**config.mk**
```make
export PLATFORM = sky130hd
export DESIGN_NAME = fir_decimate_by_three
export DESIGN_NICKNAME = d
export VERILOG_FILES = /design/src/fird3_pkg.sv /design/src/fir_decimate_by_three.sv /design/src/fird3_ctrl.sv /design/src/fird3_dp.sv
export SDC_FILE = /design/constraint.sdc
export NUM_CORES = 1
export LEC_CHECK = 0
export BUFFER_PORTS_ARGS = -buffer_cell sky130_fd_sc_hd__buf_4
export CORE_AREA = 2 2 294 296
export CTS_BUF_LIST = sky130_fd_sc_hd__clkbuf_4 sky130_fd_sc_hd__clkbuf_8
export CTS_CLUSTER_DIAMETER = 50
export DETAILED_ROUTE_END_ITERATION = 16
export DIE_AREA = 0 0 296 298
export PLACE_DENSITY = 0.47
export SLEW_MARGIN = 20
export SYNTH_ARGS = -nofsm -noshare
export SYNTH_HDL_FRONTEND = slang
export SYNTH_SLANG_ARGS = --single-unit
```
**constraint.sdc**
```tcl
create_clock -name clk_i -period 7.7 [get_ports clk_i]
set_input_delay 0.385 -clock clk_i [delete_from_list [all_inputs] [get_ports clk_i]]
set_output_delay 0.385 -clock clk_i [all_outputs]
set_load 0.01 [all_outputs]
```
**src/fird3_pkg.sv**
```systemverilog
// fird3_pkg: shared constants, types and coefficient table for the
// decimating FIR filter. Used by fird3_ctrl, fird3_dp and fir_decimate_by_three.
`timescale 1ns / 1ps
`default_nettype none

package fird3_pkg;

  localparam int TapCount    = 15;
  localparam int DecimFactor = 3;
  localparam int SampleBits  = 16;
  localparam int CoefBits    = 16;
  localparam int CoefFrac    = 15;

  localparam int TapIdxW = (TapCount > 1) ? $clog2(TapCount) : 1;
  localparam int PhaseW  = (DecimFactor > 1) ? $clog2(DecimFactor) : 1;
  localparam int ProdW   = SampleBits + CoefBits;
  localparam int AccW    = ProdW + $clog2(TapCount);
  localparam int ShW     = AccW - CoefFrac;

  typedef enum logic [1:0] {
    StIdle,
    StMac,
    StDrain,
    StOut
  } state_e;

  // controller -> datapath
  typedef struct packed {
    logic               shift;
    logic               mul_en;
    logic               acc_clr;
    logic               acc_en;
    logic               out_load;
    logic [TapIdxW-1:0] tap_idx;
  } cmd_t;

  // datapath -> controller
  typedef struct packed {
    logic out_full;
  } status_t;

  // Q0.15 kernel; entry k multiplies the sample TapCount-1-k inputs old
  function automatic logic signed [CoefBits-1:0] coef(input logic [TapIdxW-1:0] idx);
    logic signed [CoefBits-1:0] c;
    case (idx)
      TapIdxW'(0):  c = -CoefBits'(111);
      TapIdxW'(1):  c = -CoefBits'(249);
      TapIdxW'(2):  c = CoefBits'(0);
      TapIdxW'(3):  c = CoefBits'(1160);
      TapIdxW'(4):  c = CoefBits'(2982);
      TapIdxW'(5):  c = CoefBits'(4843);
      TapIdxW'(6):  c = CoefBits'(6141);
      TapIdxW'(7):  c = CoefBits'(6141);
      TapIdxW'(8):  c = CoefBits'(4843);
      TapIdxW'(9):  c = CoefBits'(2982);
      TapIdxW'(10): c = CoefBits'(1160);
      TapIdxW'(11): c = CoefBits'(0);
      TapIdxW'(12): c = -CoefBits'(249);
      TapIdxW'(13): c = -CoefBits'(111);
      default:      c = CoefBits'(0);
    endcase
    return c;
  endfunction

endpackage

`default_nettype wire

```
**src/fir_decimate_by_three.sv**
```systemverilog
// fir_decimate_by_three: 15-tap low-pass FIR decimator by three, top level.
// Depends on fird3_pkg, fird3_ctrl and fird3_dp.
//
// Usage:
//   Input channel (in_valid_i / in_ready_o / pcm_sample_i) takes signed Q0.15
//   samples. Output channel (out_valid_o / out_ready_i / filtered_sample_o)
//   gives one Q0.15 sample, rounded and saturated, for every third input
//   transaction, counting the first one after reset as phase 0.
//   A non-emitting input is taken while the controller is idle. An emitting
//   input starts a multiply-accumulate for each of the 15 taps on the single
//   multiplier, then a drain step and a load of the output register; no
//   further input is taken until the controller is idle again.
//   Reset clears the tap line to zero, the phase to 0 and the output valid.
//   When the receiver stalls, the result waits in the output register while
//   inputs keep being taken; the next result waits in the accumulator until
//   the output register is free, and inputs stall meanwhile.
`timescale 1ns / 1ps
`default_nettype none

module fir_decimate_by_three (
  input  wire logic                                   clk_i,
  input  wire logic                                   rst_ni,
  input  wire logic                                   in_valid_i,
  output logic                                        in_ready_o,
  input  wire logic signed [fird3_pkg::SampleBits-1:0] pcm_sample_i,
  output logic                                        out_valid_o,
  input  wire logic                                   out_ready_i,
  output logic signed [fird3_pkg::SampleBits-1:0]     filtered_sample_o
);

  fird3_pkg::cmd_t    cmd;
  fird3_pkg::status_t status;

  fird3_ctrl u_ctrl (
    .clk_i      (clk_i),
    .rst_ni     (rst_ni),
    .in_valid_i (in_valid_i),
    .in_ready_o (in_ready_o),
    .status_i   (status),
    .cmd_o      (cmd)
  );

  fird3_dp u_dp (
    .clk_i             (clk_i),
    .rst_ni            (rst_ni),
    .cmd_i             (cmd),
    .status_o          (status),
    .pcm_sample_i      (pcm_sample_i),
    .out_valid_o       (out_valid_o),
    .out_ready_i       (out_ready_i),
    .filtered_sample_o (filtered_sample_o)
  );

endmodule

`default_nettype wire

```
**src/fird3_ctrl.sv**
```systemverilog
// fird3_ctrl: sequencer for the decimating FIR; keeps the decimation phase
// and the tap counter. Depends on fird3_pkg.
`timescale 1ns / 1ps
`default_nettype none

module fird3_ctrl (
  input  wire logic             clk_i,
  input  wire logic             rst_ni,
  input  wire logic             in_valid_i,
  output logic                  in_ready_o,
  input  wire fird3_pkg::status_t status_i,
  output fird3_pkg::cmd_t       cmd_o
);

  fird3_pkg::state_e                 state_q, state_d;
  logic [fird3_pkg::PhaseW-1:0]      phase_q, phase_d;
  logic [fird3_pkg::TapIdxW-1:0]     cnt_q, cnt_d;
  logic                              in_xact;
  logic                              last_tap;

  assign in_xact  = in_valid_i & in_ready_o;
  assign last_tap = (cnt_q == fird3_pkg::TapIdxW'(fird3_pkg::TapCount - 1));

  always_ff @(posedge clk_i or negedge rst_ni) begin
    if (!rst_ni) begin
      state_q <= fird3_pkg::StIdle;
      phase_q <= '0;
      cnt_q   <= '0;
    end else begin
      state_q <= state_d;
      phase_q <= phase_d;
      cnt_q   <= cnt_d;
    end
  end

  always_comb begin
    state_d    = state_q;
    phase_d    = phase_q;
    cnt_d      = cnt_q;
    in_ready_o = 1'b0;
    cmd_o      = '0;
    cmd_o.tap_idx = cnt_q;
    case (state_q)
      fird3_pkg::StIdle: begin
        in_ready_o = 1'b1;
        if (in_xact) begin
          cmd_o.shift = 1'b1;
          if (phase_q == fird3_pkg::PhaseW'(fird3_pkg::DecimFactor - 1)) begin
            phase_d = '0;
            cnt_d   = '0;
            state_d = fird3_pkg::StMac;
          end else begin
            phase_d = phase_q + fird3_pkg::PhaseW'(1);
          end
        end
      end
      fird3_pkg::StMac: begin
        cmd_o.mul_en  = 1'b1;
        cmd_o.acc_clr = (cnt_q == '0);
        cmd_o.acc_en  = (cnt_q != '0);
        if (last_tap) begin
          state_d = fird3_pkg::StDrain;
        end else begin
          cnt_d = cnt_q + fird3_pkg::TapIdxW'(1);
        end
      end
      fird3_pkg::StDrain: begin
        cmd_o.acc_en = 1'b1;
        state_d      = fird3_pkg::StOut;
      end
      fird3_pkg::StOut: begin
        if (!status_i.out_full) begin
          cmd_o.out_load = 1'b1;
          state_d        = fird3_pkg::StIdle;
        end
      end
      default: begin
        state_d = fird3_pkg::StIdle;
      end
    endcase
  end

  a_phase_range: assert property (@(posedge clk_i) disable iff (!rst_ni)
    phase_q <= fird3_pkg::PhaseW'(fird3_pkg::DecimFactor - 1))
    else $error("phase out of range");

  a_emit_starts_mac: assert property (@(posedge clk_i) disable iff (!rst_ni)
    in_xact && phase_q == fird3_pkg::PhaseW'(fird3_pkg::DecimFactor - 1)
    |=> state_q == fird3_pkg::StMac && cnt_q == '0)
    else $error("emitting transaction did not start MAC");

  a_mac_ends: assert property (@(posedge clk_i) disable iff (!rst_ni)
    state_q == fird3_pkg::StMac && last_tap |=> state_q == fird3_pkg::StDrain)
    else $error("MAC did not end after last tap");

  a_no_load_when_full: assert property (@(posedge clk_i) disable iff (!rst_ni)
    cmd_o.out_load |-> !status_i.out_full)
    else $error("output register overwritten");

endmodule

`default_nettype wire

```
**src/fird3_dp.sv**
```systemverilog
// fird3_dp: tap line, single multiplier, accumulator, round/saturate and
// output register for the decimating FIR. Depends on fird3_pkg.
`timescale 1ns / 1ps
`default_nettype none

module fird3_dp (
  input  wire logic                                   clk_i,
  input  wire logic                                   rst_ni,
  input  wire fird3_pkg::cmd_t                        cmd_i,
  output fird3_pkg::status_t                          status_o,
  input  wire logic signed [fird3_pkg::SampleBits-1:0] pcm_sample_i,
  output logic                                        out_valid_o,
  input  wire logic                                   out_ready_i,
  output logic signed [fird3_pkg::SampleBits-1:0]     filtered_sample_o
);

  // taps_q[TapCount-1] is the newest sample
  logic signed [fird3_pkg::SampleBits-1:0] taps_q [fird3_pkg::TapCount];
  logic signed [fird3_pkg::ProdW-1:0]      prod_q;
  logic signed [fird3_pkg::AccW-1:0]       acc_q;
  logic signed [fird3_pkg::AccW-1:0]       acc_rnd;
  logic signed [fird3_pkg::ShW-1:0]        sh;
  logic signed [fird3_pkg::SampleBits-1:0] sat;
  logic [fird3_pkg::ShW-fird3_pkg::SampleBits:0] top_bits;
  logic                                    out_valid_q;
  logic signed [fird3_pkg::SampleBits-1:0] out_q;

  always_ff @(posedge clk_i or negedge rst_ni) begin
    if (!rst_ni) begin
      for (int i = 0; i < fird3_pkg::TapCount; i++) begin
        taps_q[i] <= '0;
      end
    end else if (cmd_i.shift) begin
      for (int i = 0; i < fird3_pkg::TapCount - 1; i++) begin
        taps_q[i] <= taps_q[i+1];
      end
      taps_q[fird3_pkg::TapCount-1] <= pcm_sample_i;
    end
  end

  always_ff @(posedge clk_i) begin
    if (cmd_i.mul_en) begin
      prod_q <= fird3_pkg::coef(cmd_i.tap_idx) * taps_q[cmd_i.tap_idx];
    end
    if (cmd_i.acc_clr) begin
      acc_q <= '0;
    end else if (cmd_i.acc_en) begin
      acc_q <= acc_q + fird3_pkg::AccW'(prod_q);
    end
  end

  // round half up, then saturate to the sample range
  assign acc_rnd  = acc_q + fird3_pkg::AccW'(1 << (fird3_pkg::CoefFrac - 1));
  assign sh       = acc_rnd[fird3_pkg::AccW-1:fird3_pkg::CoefFrac];
  assign top_bits = sh[fird3_pkg::ShW-1:fird3_pkg::SampleBits-1];

  always_comb begin
    if ((top_bits == '0) || (top_bits == '1)) begin
      sat = sh[fird3_pkg::SampleBits-1:0];
    end else if (sh[fird3_pkg::ShW-1]) begin
      sat = {1'b1, {(fird3_pkg::SampleBits-1){1'b0}}};
    end else begin
      sat = {1'b0, {(fird3_pkg::SampleBits-1){1'b1}}};
    end
  end

  always_ff @(posedge clk_i or negedge rst_ni) begin
    if (!rst_ni) begin
      out_valid_q <= 1'b0;
    end else if (cmd_i.out_load) begin
      out_valid_q <= 1'b1;
    end else if (out_ready_i) begin
      out_valid_q <= 1'b0;
    end
  end

  always_ff @(posedge clk_i) begin
    if (cmd_i.out_load) begin
      out_q <= sat;
    end
  end

  assign status_o.out_full  = out_valid_q & ~out_ready_i;
  assign out_valid_o        = out_valid_q;
  assign filtered_sample_o  = out_q;

endmodule

`default_nettype wire
```
; Word level (Yosys, flattened, before mapping)
; Memories as Yosys holds them, arrays and structs flattened.
; Cells that the tools add are included.
[op_classes]
magnitude_cmp = 1
bitwise = 4
n_mul = 1
n_eq_ne = 11
n_reduce_logical = 10
n_addsub = 4
muxes = 25
[op_table]
columns = cell, n
row1 = $mux 16, 5
row2 = $bmux 16 s4, 1
row3 = $add 36x16->36 const B, 1
row4 = $add 36x32->36, 1
row5 = $mul 16x16->32, 1
row6 = $mux 2, 6
row7 = $mux 4, 3
row8 = $pmux 2 s4, 1
row9 = $pmux 4 s2, 1
row10 = $reduce_and 4->1, 2
row11 = $mux 1, 7
row12 = $eq 2x2->1 const B, 3
row13 = $eq 6x6->1 const B, 1
row14 = $logic_not 6->1, 1
row15 = $ne 2x1->1 const B, 3
row16 = $ge 5x5->1 const B, 1
row17 = $not 4->5, 1
row18 = $add 4x1->4 const B, 1
row19 = $eq 4x4->1 const B, 1
row20 = $logic_not 4->1, 1
row21 = $ne 2x2->1 const B, 2
row22 = $reduce_bool 2->1, 2
row23 = $reduce_bool 4->1, 1
row24 = $add 2x1->2 const B, 1
row25 = 7 further kinds, 8
[word_totals]
in_bits = 20
out_inout_bits = 18
n_memories = 1
reg_bits = 333
word_cells = 79
mem_bits_ro = 256
[mem_list]
columns = name, depth, word_bits, rd, rd_clocked_by_memory_dff, wr, line_no
row1 = (name not given), 16, 16, 1, 0, 0, fird3_pkg.sv:45  ; case (idx)

; Depth between registers and ports, before layout
; Gate-level depths: netlist of run 1.
[logic_depth]
word_depth = 5
ltp_mapped = 33
depth_no_buf = 29

; By module
; Synthesis of run 1 repeated with hierarchy kept, for this count alone.
[unflattened]
hier_cells = 2322
area_unflattened_um2 = 25683.4
[modules_own_cells]
columns = module, area_each_um2, cells_each, n_inst, seq_area_each_um2
row1 = fird3_dp, 25125.3, 2263, 1, 8192.9
row2 = fird3_ctrl, 558.0, 59, 1, 200.2

; Least setup slack after synthesis of run 1
; No wires, ideal clock.
[synth_path]
path_type = reg-to-reg
from = register u_ctrl.cnt_q[1] (netlist bit)
to = register u_dp.prod_q[31] (netlist bit), data pin
setup_slack_ns = 0.234
arrival_time_ns = 7.206
t_required_ns = 7.440
setup_time_ns = 0.260
synth_period_minus_slack_ns = 7.466
stages_incl_launch_ff = 29
n_path_buf = 3
cell_sequence = dfrtp_1 -> buf_4 -> buf_2 -> mux4_2 -> o21ai_0 -> nand2_1 -> o21ai_0 -> clkbuf_1 -> nor2_1 -> fa_1 -> inv_1 -> fa_1 -> fa_1 -> inv_1 -> fa_1 -> fa_1 -> inv_1 -> fa_1 -> inv_1 -> ha_1 -> a2111oi_0 -> a211oi_1 -> a211oi_1 -> o21a_1 -> a31oi_1 -> a21oi_1 -> o21ai_0 -> a21oi_1 -> xnor2_1
[synth_via]
elab_chain_cells = 5
elab_cells_between_ends = 7
classes_between = mul: 1 / mux: 4 / bitwise: 1 / memory: 1
[synth_rtl]
columns = element, line_no
row1 = "start, declared", fird3_ctrl.sv:17  ; logic [fird3_pkg::TapIdxW-1:0] cnt_q, cnt_d;
row2 = "start signal, assigned", fird3_ctrl.sv:32  ; cnt_q <= cnt_d;
row3 = $not 4->5 (implied by the code), fird3_dp.sv:43  ; prod_q <= fird3_pkg::coef(cmd_i.tap_idx) * taps_q[cmd_i.tap_idx];
row4 = $bmux 16 s4, fird3_dp.sv:43
row5 = $mux 16 (implied by the code) (2 in a row), fird3_dp.sv:43
row6 = $mul 16x16->32 (*), fird3_dp.sv:43
row7 = "end signal, assigned", fird3_dp.sv:43
row8 = "end, declared", fird3_dp.sv:19  ; logic signed [fird3_pkg::ProdW-1:0] prod_q;
; Every way passes the cells marked *; elsewhere a longest branch is shown, timed or not. The select of a mux whose other input is x is not followed.
; A chain may end at the register's enable or synchronous reset.

; Worst setup path after layout of run 1
[layout_path]
from = register u_ctrl.cnt_q[1] (netlist bit)
to = register u_dp.prod_q[27] (netlist bit), data pin
; The elaborated chain is that of the path after synthesis.

==> results by stage, run 1 <==
Status:
- The flow ran to the end, and the final reports show no timing, DRC or antenna violations.

Synthesis:
- The number of enable flip-flop cells after synthesis is 48.
- The synthesized design contains 333 register bits.
- Yosys attributes the largest share of cell area to sky130_fd_sc_hd__dfrtp_1 25%, sky130_fd_sc_hd__fa_1 19%, sky130_fd_sc_hd__mux2_2 11%, sky130_fd_sc_hd__ha_1 6.3%, sky130_fd_sc_hd__edfxtp_1 5.7%.
- The post-synthesis cell count is 2,315.
- The most used flip-flop cell after synthesis is sky130_fd_sc_hd__dfrtp_1.
- The mapped netlist covers 0.02539 mm^2.
- The area share of the largest cell type after synthesis is 0.2454.
- The number of distinct standard cells referenced by the synthesized netlist is 71.
- Yosys printed 0 warnings.
- The post-synthesis cell type with the largest combined area is sky130_fd_sc_hd__dfrtp_1.
- The sequential cell area fraction in the yosys report is 0.3305.
- The number of nets in the synthesized netlist is 2,706.
- In the synthesized netlist the async set-or-reset flop fraction comes to 0.7477.
- The average instance in the mapped netlist occupies 10.97 um^2.

GRT:
- The via count of the first global-routing pass was 18.68k.
- Entering global routing, the biggest net connects 173 pins.
- The initial antenna violation count came to 1.
- For this run, the total global-route usage over all layers was measured as 0.1404.
- The first global-routing pass estimated 99,100 um of wire.
- The total global routing overflow is 0.
- The met2 capacity usage during global routing is 0.2326.
- The met1 layer usage reported by global route is 0.1825.
- In the global route stage, met3 resource usage came out at 0.02365.
- The layer with the highest usage is met2.

Floorplanning:
- The floorplan step set the die height to 298 um.
- For this configuration, the core starts out at a cell density of 0.2992.
- The number of standard-cell rows in the floorplan is 107.
- The count of pins on the block boundary is 38.
- The core region is 0.08488 mm^2.
- The area of the die is 0.08821 mm^2.
- The width of the die is 296 um.

Worst setup path:
- The capture point of the worst reg-to-reg path is u_dp.prod_q[27]$_DFFE_PP_.
- The critical path is of the reg -> reg type.
- The startpoint type of the worst setup path is a register.
- The data required time of the critical path is 8.10 ns.
- For this run, the slowest stage of the critical path takes 0.60 ns.
- The data arrival at the endpoint of the critical path is 7.83 ns.
- The beginning of the critical path is u_ctrl.cnt_q[1]$_DFFE_PN0P_.
- The number of cells on the worst reg-to-reg path is 26.
- The kind of end point of the critical path is a register.
- The worst register-to-register path begins at u_ctrl.cnt_q[1]$_DFFE_PN0P_.
- The cell at the slowest stage of the critical path is sky130_fd_sc_hd__fa_1.
- The most numerous cell type found on the critical path is sky130_fd_sc_hd__fa_1.
- For flop-to-flop paths, the worst setup slack is 0.27 ns.
- The largest fanout of any net on the critical path is 14.

Place:
- After legalization and detailed placement, the total HPWL measured 45,580 um.
- The routability-driven placement congestion ratio is 0.8757.
- The post-placement cell count is 3,538.
- OpenSTA, run right after detailed placement, puts the worst setup slack at -0.03734 ns.
- The number of buffers inserted by port buffering is 37.

Timing:
- The minimum period implied by the final worst setup slack is 7.432 ns.
- Setup violations remaining at the end of the flow were counted as 0.
- For the pin with the worst max-slew slack, the measured transition is 0.9436 ns.
- Once routing completed, OpenROAD measured the worst setup slack at 0.2682 ns.
- Derived from the worst setup path, the maximum achievable clock frequency is 0.1346 GHz.
- The final max-slew violation count was 0.
- The headroom to the max-slew limit is 0.3709.
- For the final routed database, the setup TNS stands at 0 ns.
- The worst setup skew after layout is 0.03334 ns.
- The portion of the clock cycle consumed by the worst path in the final layout is 0.9652.
- The final hold violation count is 0.

Job:
- Across the run, the number of max-cap violations was 0.

Route:
- The number of optimization iterations in the first detailed-route pass is 5.
- Once detail routing completed, the nets flagged for antenna violations numbered 0.
- Using the TritonRoute via totals, the vias-per-cell ratio works out to 4.648.
- After detailed routing, the total wire length is 60,120 um.
- Dividing the detail-routed wire length by the instance count gives 16.30 um.
- The detailed router finished its first iteration with 787 violations.
- The remaining design rule violation count is 0.
- The routed layout has 17.15k vias.

Clock tree:
- The clock tree from TritonCTS is built.
- The clock buffer count from CTS is 69.
- The number of clock sinks seen by CTS is 333.
- The number of H-tree branching levels is 3.
- The cell at the root of the clock tree is sky130_fd_sc_hd__clkbuf_8.
- Clock-pin slew was measured on the worst setup and hold paths at 0.06 ns.
- Clock latency on the worst-skew pair, taken at its later pin, is 0.66 ns.
- The number of buffers between clock root and the deepest sink is 3.

Final layout:
- The area added between synthesis and finish is 17.49%.
- The filler cells instantiated in the layout total 8,630.
- The finished layout holds 3,689 standard cells, fillers aside.
- The share of cells above drive strength 1 is 0.2610.
- After the last flow step, the layout net total stands at 2,885.

Min path:
- The worst hold path was traced through 3 stages.
- The endpoint with the worst hold slack is u_dp.out_valid_o$_DFFE_PN0P_.
- The hold path startpoint is out_ready_i.
- In this run the worst hold path is classified as in -> reg.
==> cell usage after synthesis, types with 17 or more instances <==
library cell and n:
sky130_fd_sc_hd__and2_1 17, sky130_fd_sc_hd__nand3_1 27, sky130_fd_sc_hd__mux2_2 243, sky130_fd_sc_hd__mux2i_1 17, sky130_fd_sc_hd__ha_1 127, sky130_fd_sc_hd__mux4_2 54
sky130_fd_sc_hd__nand2b_1 31, sky130_fd_sc_hd__xnor2_1 45, sky130_fd_sc_hd__a21oi_1 112, sky130_fd_sc_hd__inv_1 289, sky130_fd_sc_hd__edfxtp_1 48, sky130_fd_sc_hd__dfxtp_1 36
sky130_fd_sc_hd__o21ai_0 63, sky130_fd_sc_hd__clkbuf_1 76, sky130_fd_sc_hd__dfrtp_1 249, sky130_fd_sc_hd__xor2_1 31, sky130_fd_sc_hd__nand2_1 203, sky130_fd_sc_hd__fa_1 244
sky130_fd_sc_hd__a21o_1 45, sky130_fd_sc_hd__nor2_1 169
==> through the flow <==
stage	util	instance area, um^2	hold slack, ns
after floorplan	-	25390	0.08941
after global placement	0.3283	27860	0.4421
after detailed placement	0.3283	27860	0.4537
after CTS	0.3482	29560	0.09953
after global routing	0.3515	29830	0.09676
final	0.3515	29830	0.1307
==> registers in the layout, summed over array words and instances, names as in the netlist <==
| register | count |
|---|---|
| u_dp.acc_q | 36 |
| u_ctrl.phase_q | 2 |
| u_dp.out_valid_o | 1 |
| u_dp.taps_q | 240 |
| u_dp.filtered_sample_o | 16 |
| u_ctrl.cnt_q | 4 |
| u_ctrl.state_q | 2 |
| u_dp.prod_q | 32 |
==> repair_timing <==
item,CTS,global route
setup endpoints to repair,0,11
hold buffers,17,0
gates resized for setup,0,41
hold endpoints to repair,124,0
setup buffers,0,13
==> cells by family after synthesis <==
group / after synthesis / share of synthesized area
simple gates: 518 / 0.09071
buf+inv: 389 / 0.05868
fa+ha+maj: 371 / 0.2549
flops: 333 / 0.3305
compound gates: 314 / 0.07657
mux: 314 / 0.1624
xor+xnor: 76 / 0.02621
==> how the worst max path moves through the flow <==
stage                           endpoint  slack [ns]  depth (start not counted)
2_1_floorplan  u_dp.prod_q[31]$_DFFE_PP_        0.23                         28
3_3_place_gp   u_dp.prod_q[31]$_DFFE_PP_         0.1                         30
3_5_place_dp   u_dp.prod_q[31]$_DFFE_PP_       -0.04                         29
4_1_cts        u_dp.prod_q[31]$_DFFE_PP_        0.01                         29
5_1_grt        u_dp.prod_q[30]$_DFFE_PP_       -0.03                         28
6_report       u_dp.prod_q[27]$_DFFE_PP_        0.27                         26
==> placed cells by master (no fill, tap or decap), types with 27 or more instances in the layout <==
cell	instances
sky130_fd_sc_hd__fa_1	244
sky130_fd_sc_hd__xor2_1	31
sky130_fd_sc_hd__o21ai_0	56
sky130_fd_sc_hd__buf_4	176
sky130_fd_sc_hd__dfxtp_1	36
sky130_fd_sc_hd__dfrtp_1	245
sky130_fd_sc_hd__a21oi_1	104
sky130_fd_sc_hd__mux2_2	243
sky130_fd_sc_hd__nand3_1	27
sky130_fd_sc_hd__nand2_1	201
sky130_fd_sc_hd__xnor2_1	45
sky130_fd_sc_hd__mux4_2	54
sky130_fd_sc_hd__inv_1	289
sky130_fd_sc_hd__edfxtp_1	48
sky130_fd_sc_hd__clkbuf_8	87
sky130_fd_sc_hd__a21o_1	45
sky130_fd_sc_hd__nor2_1	165
sky130_fd_sc_hd__nand2b_1	31
sky130_fd_sc_hd__ha_1	126
==> layer usage <==
metal  vias to the layer above  wire, um
met3                       119      2234
met2                       276     28780
met4                         0      2092
li1                       8126         -
met5                         -         0
met1                      8626     27010
==> critical path, delay by kind of cell, from the launching register on <==
kind	cells	cell delay, ns
AO/OA/AOI/OAI	6	0.95
XOR/XNOR	1	0.13
adder cells (fa/ha/maj)	7	3.19
buffers and inverters	8	1.06
flip-flops	1	0.52
multiplexers	2	1.05
AND/OR/NAND/NOR	2	0.26
==> layout make-up <==
class / instances / area (um^2) / share of cell area
diodes: 1 / 2.502 / 0.00008388
inverters: 290 / 1089 / 0.03649
flip-flops and latches: 333 / 8403 / 0.2817
clock buffers: 99 / 1287 / 0.04316
clock inverters: 22 / 236.5 / 0.007927
well taps: 1144 / 1431 / 0.04798
repair buffers: 207 / 1735 / 0.05817
multi-input cells: 1593 / 15650 / 0.5245
Power of run 1 is not shown: default switching activity piles up to over one toggle a cycle in this logic, so the estimate is an artifact.
==> run 2, diff against run 1 <==
--- a/config.mk
+++ b/config.mk
@@ -6,12 +6,13 @@
 export NUM_CORES = 1
 export LEC_CHECK = 0
 export BUFFER_PORTS_ARGS = -buffer_cell sky130_fd_sc_hd__buf_4
-export CORE_AREA = 2 2 294 296
+export CAP_MARGIN = 30
+export CORE_AREA = 2 2 222 224
 export CTS_BUF_LIST = sky130_fd_sc_hd__clkbuf_4 sky130_fd_sc_hd__clkbuf_8
 export CTS_CLUSTER_DIAMETER = 50
 export DETAILED_ROUTE_END_ITERATION = 16
-export DIE_AREA = 0 0 296 298
-export PLACE_DENSITY = 0.47
+export DIE_AREA = 0 0 224 226
+export PLACE_DENSITY = 0.73
 export SLEW_MARGIN = 20
 export SYNTH_ARGS = -nofsm -noshare
 export SYNTH_HDL_FRONTEND = slang
==> results by stage, run 2 (synthesis gave the netlist of run 1 again) <==
Worst setup path:
- The startpoint type of the worst setup path is a register.
- The largest fanout of any net on the critical path is 12 (-2).
- The kind of critical path is reg -> reg.
- The kind of end point of the critical path is a register.
- The data arrival at the endpoint of the critical path was 7.83 ns (about the same).
- The cell at the slowest stage of the critical path is sky130_fd_sc_hd__fa_2.
- The stage delay of the slowest cell on the critical path was 0.70 ns (+0.10 ns).
- The data required time of the critical path came to 8.13 ns (+0.03 ns).

Timing:
- The worst setup skew after layout is 0.05516 ns (+0.02182 ns).
- The final hold violation count came to 0 (unchanged).
- The headroom to the max-slew limit is 0.3106 (-0.06029).
- The count of endpoints failing setup in the final report is 0 (unchanged).
- The highest attainable clock frequency is 0.1350 GHz (+0.32%).
- The minimum period implied by the final worst setup slack came to 7.408 ns (-0.02405 ns).
- The final max-slew violation count is 0 (unchanged).
- The portion of the clock cycle consumed by the worst path in the final layout is 0.9620 (-0.003124).
- The worst-margin pin slew is 1.034 ns (+0.09044 ns).
- The worst path setup slack after routing is 0.2923 ns (+0.02406 ns).

Route:
- The wire length on met3 is 2652 um (+19%).
- The number of optimization iterations in the first detailed-route pass came to 7 (+2).
- The wire length on met2 was 27,990 um (-2.8%).
- The via density per instance was 5.510 (+19%).
- The routed wire length per instance is 18.06 um (+11%).
- The remaining design rule violation count came to 0 (unchanged).
- The final routed wirelength across all metal layers came to 56,690 um (-5.7%).
- Routed signal wires occupy layers up through met4.
- The met1 wire length is 24,270 um (-10%).
- The iteration-0 DRC count of the detailed router is 1,091 (+39%).
- The count of nets left with antenna violations after detail routing is 0 (unchanged).
- The via count came to 17.29k (+0.83%).

Place:
- The routability-driven placement congestion ratio was 0.9399 (+7.3%).
- The detailed placement HPWL was 42,960 um (-5.7%).
- The number of buffers inserted by port buffering is 37 (unchanged).
- The pre-CTS setup slack came to -0.1318 ns (-0.09445 ns).

Clock tree:
- The number of clock sinks seen by CTS is 333 (unchanged).
- The number of H-tree branching levels came to 2 (-1).
- The cell at the root of the clock tree is sky130_fd_sc_hd__clkbuf_8.
- The insertion delay of the later-clocked pin in the worst-skew pair is 0.68 ns (+0.02 ns).
- The number of buffers between clock root and the deepest sink is 3 (unchanged).
- TritonCTS built the clock tree.
- The clock edge transition at the registers on the reported setup and hold paths is 0.06 ns (about the same).
- The clock buffer count from CTS is 59 (-14%).

GRT:
- The total global routing overflow came to 0 (unchanged).
- The global-route usage over all layers was 0.2309 (+0.09058).
- The via count of the first global-routing pass is 18.32k (-1.9%).
- The pin count of the biggest net entering global routing is 185 (+6.9%).
- The wire length of the first global-routing pass is 93,200 um (-6.0%).
- The initial antenna violation count is 1 (unchanged).

Floorplanning:
- The area of the die came to 0.05062 mm^2 (-43%).
- The count of pins on the block boundary is 38 (unchanged).
- The width of the die is 224 um (-24%).
- The overall die height is 226 um (-24%).
- The core area was 0.04834 mm^2 (-43%).
- The effective utilization at floorplan came to 0.5253 (+0.2261).
- The number of standard-cell rows in the floorplan is 81 (-24%).

Final layout:
- The final net count is 2,860 (-0.87%).
- The largest registers in the layout are u_dp.taps_q: 240 flops, u_dp.acc_q: 36 flops, u_dp.prod_q: 32 flops.
- From synthesis to final layout, the design area changed by 13.39%.
- The flip-flop count of the largest register after layout is 240 (unchanged).
- The share of cells above drive strength 1 is 0.2485 (-0.01250).
- The library cells used most frequently in the layout, excluding fill and tap cells, are 289 x sky130_fd_sc_hd__inv_1, 246 x sky130_fd_sc_hd__dfrtp_1, 243 x sky130_fd_sc_hd__mux2_2.
- The register bank with the most flops is u_dp.taps_q.
- Leaving out fill and tap cells, the most frequent cell in the layout is sky130_fd_sc_hd__inv_1.
- The end-of-flow core utilization was 0.5956 (+0.2441).

Min path:
- In this run the worst hold path is classified as in -> reg.

Job:
- The number of maximum-capacitance violations came to 0 (unchanged).

Status:
- The run finished with clean final reports.
## run 2: changes by cell type in the layout (fill, tap and decap cells not counted), moves of 3 or more
cell	change
sky130_fd_sc_hd__a21oi_1	+5
sky130_fd_sc_hd__a21oi_2	-5
sky130_fd_sc_hd__buf_12	+3
sky130_fd_sc_hd__buf_4	-21
sky130_fd_sc_hd__clkbuf_4	+3
sky130_fd_sc_hd__clkbuf_8	-15
sky130_fd_sc_hd__fa_1	-4
sky130_fd_sc_hd__fa_2	+4
sky130_fd_sc_hd__o21ai_0	+5
sky130_fd_sc_hd__o21ai_1	-5
## run 2: final cells by class
class | instances | area, um^2
clock inverters | 20 | 165.2
well taps | 622 | 778.2
fillers | 3869 | 19550
clock buffers | 87 | 1104
multi-input cells | 1593 | 15590
inverters | 290 | 1089
diodes | 1 | 2.502
repair buffers | 192 | 1659
flip-flops and latches | 333 | 8402
## run 2: final timing paths
kind | slack [ns] | end | start | depth (start not counted)
min in group asynchronous | 0.28 | u_dp.taps_q[157]$_DFFE_PN0P_ | rst_ni | 2
worst min-delay path | 0.12 | u_dp.out_valid_o$_DFFE_PN0P_ | out_ready_i | 3
worst max-delay path | 0.29 | u_dp.prod_q[31]$_DFFE_PP_ | u_ctrl.cnt_q[1]$_DFFE_PN0P_ | 28
max in group asynchronous | 6.17 | u_dp.taps_q[26]$_DFFE_PN0P_ | rst_ni | 4
worst min register to register | 0.46 | u_dp.acc_q[11]$_SDFFE_PP0P_ | u_dp.acc_q[11]$_SDFFE_PP0P_ | 2
worst max register to register | 0.29 | u_dp.prod_q[31]$_DFFE_PP_ | u_ctrl.cnt_q[1]$_DFFE_PN0P_ | 28
## run 2: critical path, delay by kind of cell (launching register included)
kind                     cells  cell delay [ns]
adder cells (fa/ha/maj)      7             3.47
AND/OR/NAND/NOR              3             0.49
flip-flops                   1             0.48
buffers and inverters        9             1.21
XOR/XNOR                     1             0.08
AO/OA/AOI/OAI                8             1.40
## run 2: per-layer routing
| metal | vias to the layer above | global-route usage |
|---|---|---|
| met3 | 113 | 0.03630 |
| met4 | 0 | 0.08323 |
| met1 | 8695 | 0.2966 |
| li1 | 8078 | - |
| met2 | 404 | 0.3979 |
| met5 | - | 0 |
## run 2: timing repair
item	CTS	global route
setup buffers	6	15
pin swaps	0	8
gates resized for setup	3	27
hold buffers	17	0
setup endpoints to repair	3	9
endpoints found under the hold margin	100	0
## run 2: stage by stage
stage | hold slack (ns) | instances | setup TNS [ns] | area, um^2
final | 0.1220 | 3138 | 0 | 28790
after global routing | 0.1197 | 3137 | -0.05121 | 28790
after CTS | 0.06305 | 3121 | 0 | 28540
after detailed placement | 0.4169 | 2991 | -0.2313 | 27040
after global placement | 0.4124 | 2990 | 0 | 27010
after floorplan | 0.08941 | 2315 | 0 | 25390
Power of run 2 is left out for the same reason.
